$ cat src/sv/tbg_pkg.sv
`default_nettype none

package tbg_pkg;

    localparam int CHROM_W      = 10;
    localparam int COORD_W      = 31;
    localparam int OUT_IDX_W    = 6;
    localparam int RESULT_LIMIT = 64;
    localparam int GRP_CNT_W    = 7;

    typedef struct packed {
        logic [CHROM_W-1:0] first_chrom;
        logic [CHROM_W-1:0] second_chrom;
        logic               reversed;
        logic [COORD_W-1:0] first_begin;
        logic [COORD_W-1:0] first_finish;
        logic [COORD_W-1:0] second_begin;
        logic [COORD_W-1:0] second_finish;
    } t_block;

    typedef struct packed {
        logic [OUT_IDX_W-1:0] group_first;
        logic [OUT_IDX_W-1:0] group_final;
        logic                 inverted;
        logic [CHROM_W-1:0]   first_chrom;
        logic [COORD_W-1:0]   first_begin;
        logic [COORD_W-1:0]   first_finish;
        logic [CHROM_W-1:0]   second_chrom;
        logic [COORD_W-1:0]   second_begin;
        logic [COORD_W-1:0]   second_finish;
        logic                 last_group;
    } t_result;

    typedef enum logic [3:0] {
        ST_IDLE,
        ST_RD_CUR,
        ST_EVAL,
        ST_JRD,
        ST_JCHK,
        ST_EMIT,
        ST_ADV,
        ST_END,
        ST_FLUSH
    } t_state;

    typedef struct packed {
        logic load;
        logic rd_j;
        logic cap_cur;
        logic open_grp;
        logic j_clr;
        logic j_inc;
        logic emit;
        logic tail;
        logic adv;
        logic flush;
    } t_cmd;

    typedef struct packed {
        logic cur_tl;
        logic cur_match;
        logic open;
        logic hit;
        logic j_skip;
        logic j_last;
        logic i_last;
        logic emit_ok;
        logic flush_ok;
    } t_sts;

endpackage

`default_nettype wire

$ cat src/sv/tbg_ctrl.sv
`default_nettype none

module tbg_ctrl (
    input  wire logic          i_clk,
    input  wire logic          i_rst_n,
    input  wire logic          i_in_valid,
    input  wire logic          i_is_last,
    output logic               o_in_stall,
    output tbg_pkg::t_cmd      o_cmd,
    input  wire tbg_pkg::t_sts i_sts
);

    import tbg_pkg::*;

    t_state r_state;
    t_state n_state;

    always_ff @(posedge i_clk) begin
        if (!i_rst_n) begin
            r_state <= ST_IDLE;
        end else begin
            r_state <= n_state;
        end
    end

    always_comb begin
        n_state    = r_state;
        o_cmd      = '0;
        o_in_stall = 1'b1;
        unique case (r_state)
            ST_IDLE: begin
                o_in_stall = 1'b0;
                if (i_in_valid) begin
                    o_cmd.load = 1'b1;
                    if (i_is_last) begin
                        n_state = ST_RD_CUR;
                    end
                end
            end
            ST_RD_CUR: begin
                n_state = ST_EVAL;
            end
            ST_EVAL: begin
                o_cmd.cap_cur = 1'b1;
                if (!i_sts.cur_tl) begin
                    n_state = i_sts.open ? ST_EMIT : ST_ADV;
                end else if (!i_sts.open) begin
                    o_cmd.open_grp = 1'b1;
                    n_state        = ST_ADV;
                end else if (!i_sts.cur_match) begin
                    n_state = ST_EMIT;
                end else begin
                    o_cmd.j_clr = 1'b1;
                    n_state     = ST_JRD;
                end
            end
            ST_JRD: begin
                o_cmd.rd_j = 1'b1;
                n_state    = ST_JCHK;
            end
            ST_JCHK: begin
                // another block starts between the two: break the group
                if (i_sts.hit && !i_sts.j_skip) begin
                    n_state = ST_EMIT;
                end else if (i_sts.j_last) begin
                    n_state = ST_ADV;
                end else begin
                    o_cmd.j_inc = 1'b1;
                    n_state     = ST_JRD;
                end
            end
            ST_EMIT: begin
                if (i_sts.emit_ok) begin
                    o_cmd.emit = 1'b1;
                    n_state    = ST_ADV;
                end
            end
            ST_ADV: begin
                o_cmd.adv = 1'b1;
                n_state   = i_sts.i_last ? ST_END : ST_RD_CUR;
            end
            ST_END: begin
                if (!i_sts.open) begin
                    n_state = ST_FLUSH;
                end else if (i_sts.emit_ok) begin
                    o_cmd.tail = 1'b1;
                    n_state    = ST_FLUSH;
                end
            end
            ST_FLUSH: begin
                if (i_sts.flush_ok) begin
                    o_cmd.flush = 1'b1;
                    n_state     = ST_IDLE;
                end
            end
            default: begin
                n_state = ST_IDLE;
            end
        endcase
    end

endmodule

`default_nettype wire

$ cat config.mk
export PLATFORM = sky130hd
export DESIGN_NAME = tbg_ctrl
export DESIGN_NICKNAME = d
export VERILOG_FILES = /design/src/sv/tbg_pkg.sv /design/src/sv/tbg_ctrl.sv
export SDC_FILE = /design/constraint.sdc
export NUM_CORES = 1
export LEC_CHECK = 0
export ABC_AREA = 1
export BUFFER_PORTS_ARGS = -buffer_cell sky130_fd_sc_hd__buf_2
export CAP_MARGIN = 10
export CORE_MARGIN = 4
export CORE_UTILIZATION = 31
export DETAILED_ROUTE_END_ITERATION = 10
export GPL_TIMING_DRIVEN = 0
export PLACE_DENSITY = 0.68
export SETUP_SLACK_MARGIN = 0.5
export SLEW_MARGIN = 20
export SYNTH_ARGS = -nofsm -noshare
export SYNTH_HDL_FRONTEND = slang
export SYNTH_SLANG_ARGS = --single-unit
$ cat constraint.sdc
create_clock -name i_clk -period 1.09 [get_ports i_clk]
set_input_delay 0 -clock i_clk [delete_from_list [all_inputs] [get_ports i_clk]]
set_output_delay 0 -clock i_clk [all_outputs]
set_load 0.01 [all_outputs]
==> results.yml <==
outcome:
  status: "complete, but fails checks"
  violations: "hold timing, setup timing"
route:
  wl_microns: 1520
  viasPerCell: 4.65
  wl_per_cell_microns: 10.9
  dr.pass1.iters: 4
  drt_iter0_drc: 11
  vias: 651
  post-route-drc-count: 0
  ant_nets: 0
global_routing:
  grt_pass1_vias: 602
  antenna_found_initial: 0
  grt_max_degree: 9
  grt_overflow_total: 0
  grt_pass1_wl_microns: 2250
  grt_use_total: 0.148
layout:
  layout-drive-gt1-share: 0.632
  mostFrequentLayoutCell: "buf_2"
  largest_reg_flops: 4
  top_register: "r_state"
  utilization: 0.654
  top_regs: "r_state (4)"
  finalNetCount: 139
  stdcell_area_sq_um: 872
  area_growth_pct: 92.5
  fin_cells: 140
  antenna_cells: 0
  final_cell_mix: "buf_2 (18), nand2_1 (15), inv_1 (11), buf_6 (11), nor2_1 (10)"
place:
  portBuffers: 23
  dp_hpwl_microns: 1060
  dpl.cell_count: 126
  place_ws_ps: -99.5
  place_area_sq_um: 642
  routabilityCongestion: 0.679
timing:
  fin_setup_tns_ps: -1830
  rsz0062_at_grt: "yes"
  clock_skew_ps: 13.2
  fmax_ghz: 0.795
  finalCritPeriodShare: 1.15
  tightest_slew_ps: 291
  hold_viol_final: 1
  timing.slew.headroom: 0.805
  fin_hold_ws_ps: -3.69
  fin_ws_ps: -167
  period_minus_slack_ps: 1260
  finalSetupViolations: 15
  drv_slew: 0
clock_network:
  cts_sinks: 4
  numCtsBuffers: 3
  clk_path_buf_depth: 2
  clock-root-buffer: "clkbuf_4"
  clk_pin_slew_ps: 50
  ctsHtreeMaxLevel: 1
  clk_latency_ps: 250
  cts_tree: "built"
power_and_ir_drop:
  ir_drop_uv: 945
  power.total_mw: 2.34
  p_leak_nw: 0.479
  p_per_area_nw_per_um2: 2680
floorplan:
  start_util: 0.340
  die_h_microns: 46.2
  ios: 24
  die_w_microns: 46.2
  die_area_sq_um: 2140
  num_rows: 13
  core_region_area_sq_um: 1330
synth:
  syn_inst: 88
  ys_seq_area_frac: 0.177
  syn-cell-area_sq_um: 453
  ys_seq_elements: 4
  synth_cell_type_count: 16
  syn_area_per_cell_sq_um: 5.15
  yosysWarnings: 0
  mappedNetlistNets: 101
worst_setup_path:
  crit_start: "r_state[2]$_SDFFE_PN0P_"
  worstReg2RegStart: "r_state[2]$_SDFFE_PN0P_"
  cp-end-kind: "output pin"
  cp_max_fo: 7
  worstPathArrival_ps: 1260
  critPathLaunchType: "flip-flop"
  cp.required_ps: 1090
  worstSetupPathType: "reg -> out"
worst_hold_path:
  hp-class: "in -> reg"
  holdCritStartpoint: "i_rst_n"
run:
  cap_violations: 0
worst max-delay path, cell delays in order, from the launching register on:
cell and delay, ps:
dfxtp_4 340, buf_6 110, nor2_4 220, nand2_2 130, nor2_4 90, buf_6 100
layout make-up:
class | instances | area [sq um]
clock buffers | 4 | 26.3
fillers | 123 | 462
inverters | 18 | 67.6
multi-input cells | 66 | 420
flip-flops and latches | 4 | 95.1
well taps | 15 | 18.8
repair buffers | 33 | 244
synthesized netlist by cell type:
master,number,area (sq um)
nor2_2,4,25.0
nor2_1,16,60.1
dfxtp_1,4,80.1
o21bai_1,1,7.51
nand2_1,23,86.3
nor2_4,1,11.3
nor4_1,1,6.26
nor3_1,1,5.00
nand3_1,10,50.1
o21ai_1,1,5.00
nand3_2,1,10.0
inv_1,17,63.8
nand2_2,3,18.8
o21ai_0,1,5.00
a21oi_1,3,15.0
inv_2,1,3.75
report_power, final:
group          switching, mW  leakage [nW]  internal (mW)  total [mW]
logic                  0.950         0.428          0.821        1.77
registers              0.104        0.0357          0.250       0.354
clock network         0.0742        0.0150          0.138       0.212
total                   1.13         0.479           1.21        2.34
what timing repair did:
action / CTS / global route
setup endpoints to repair: 15 / 15
gates resized for setup: 22 / 13
setup buffers: 7 / 3
pin swaps: 15 / 10
hold endpoints to repair: 1 / 1
per-layer routing:
layer  part of all wire  vias up  track usage  wire length [microns]
li1                   -      345            -                      -
met1               0.41      280        0.161                    625
met2               0.51       22        0.264                    782
met3              0.064        4       0.0586                     98
met4             0.0092        0       0.0341                     14
met5                  0        -            0                      0
cells by family (layout without fill, tap and decap cells):
family,after synthesis,in the layout,synth area share
flops,4,4,0.177
compound gates,6,6,0.0718
buf+inv,18,55,0.149
simple gates,60,60,0.602
final timing paths:
kind	cells after the start	endpoint	slack, ps
max	5	o_cmd[9]	-170
min	3	r_state[3]$_SDFFE_PN0P_	-4
max reg2reg	7	r_state[2]$_SDFFE_PN0P_	-140
min reg2reg	3	r_state[1]$_SDFFE_PN0P_	640
(Power assumes the default switching activity.)
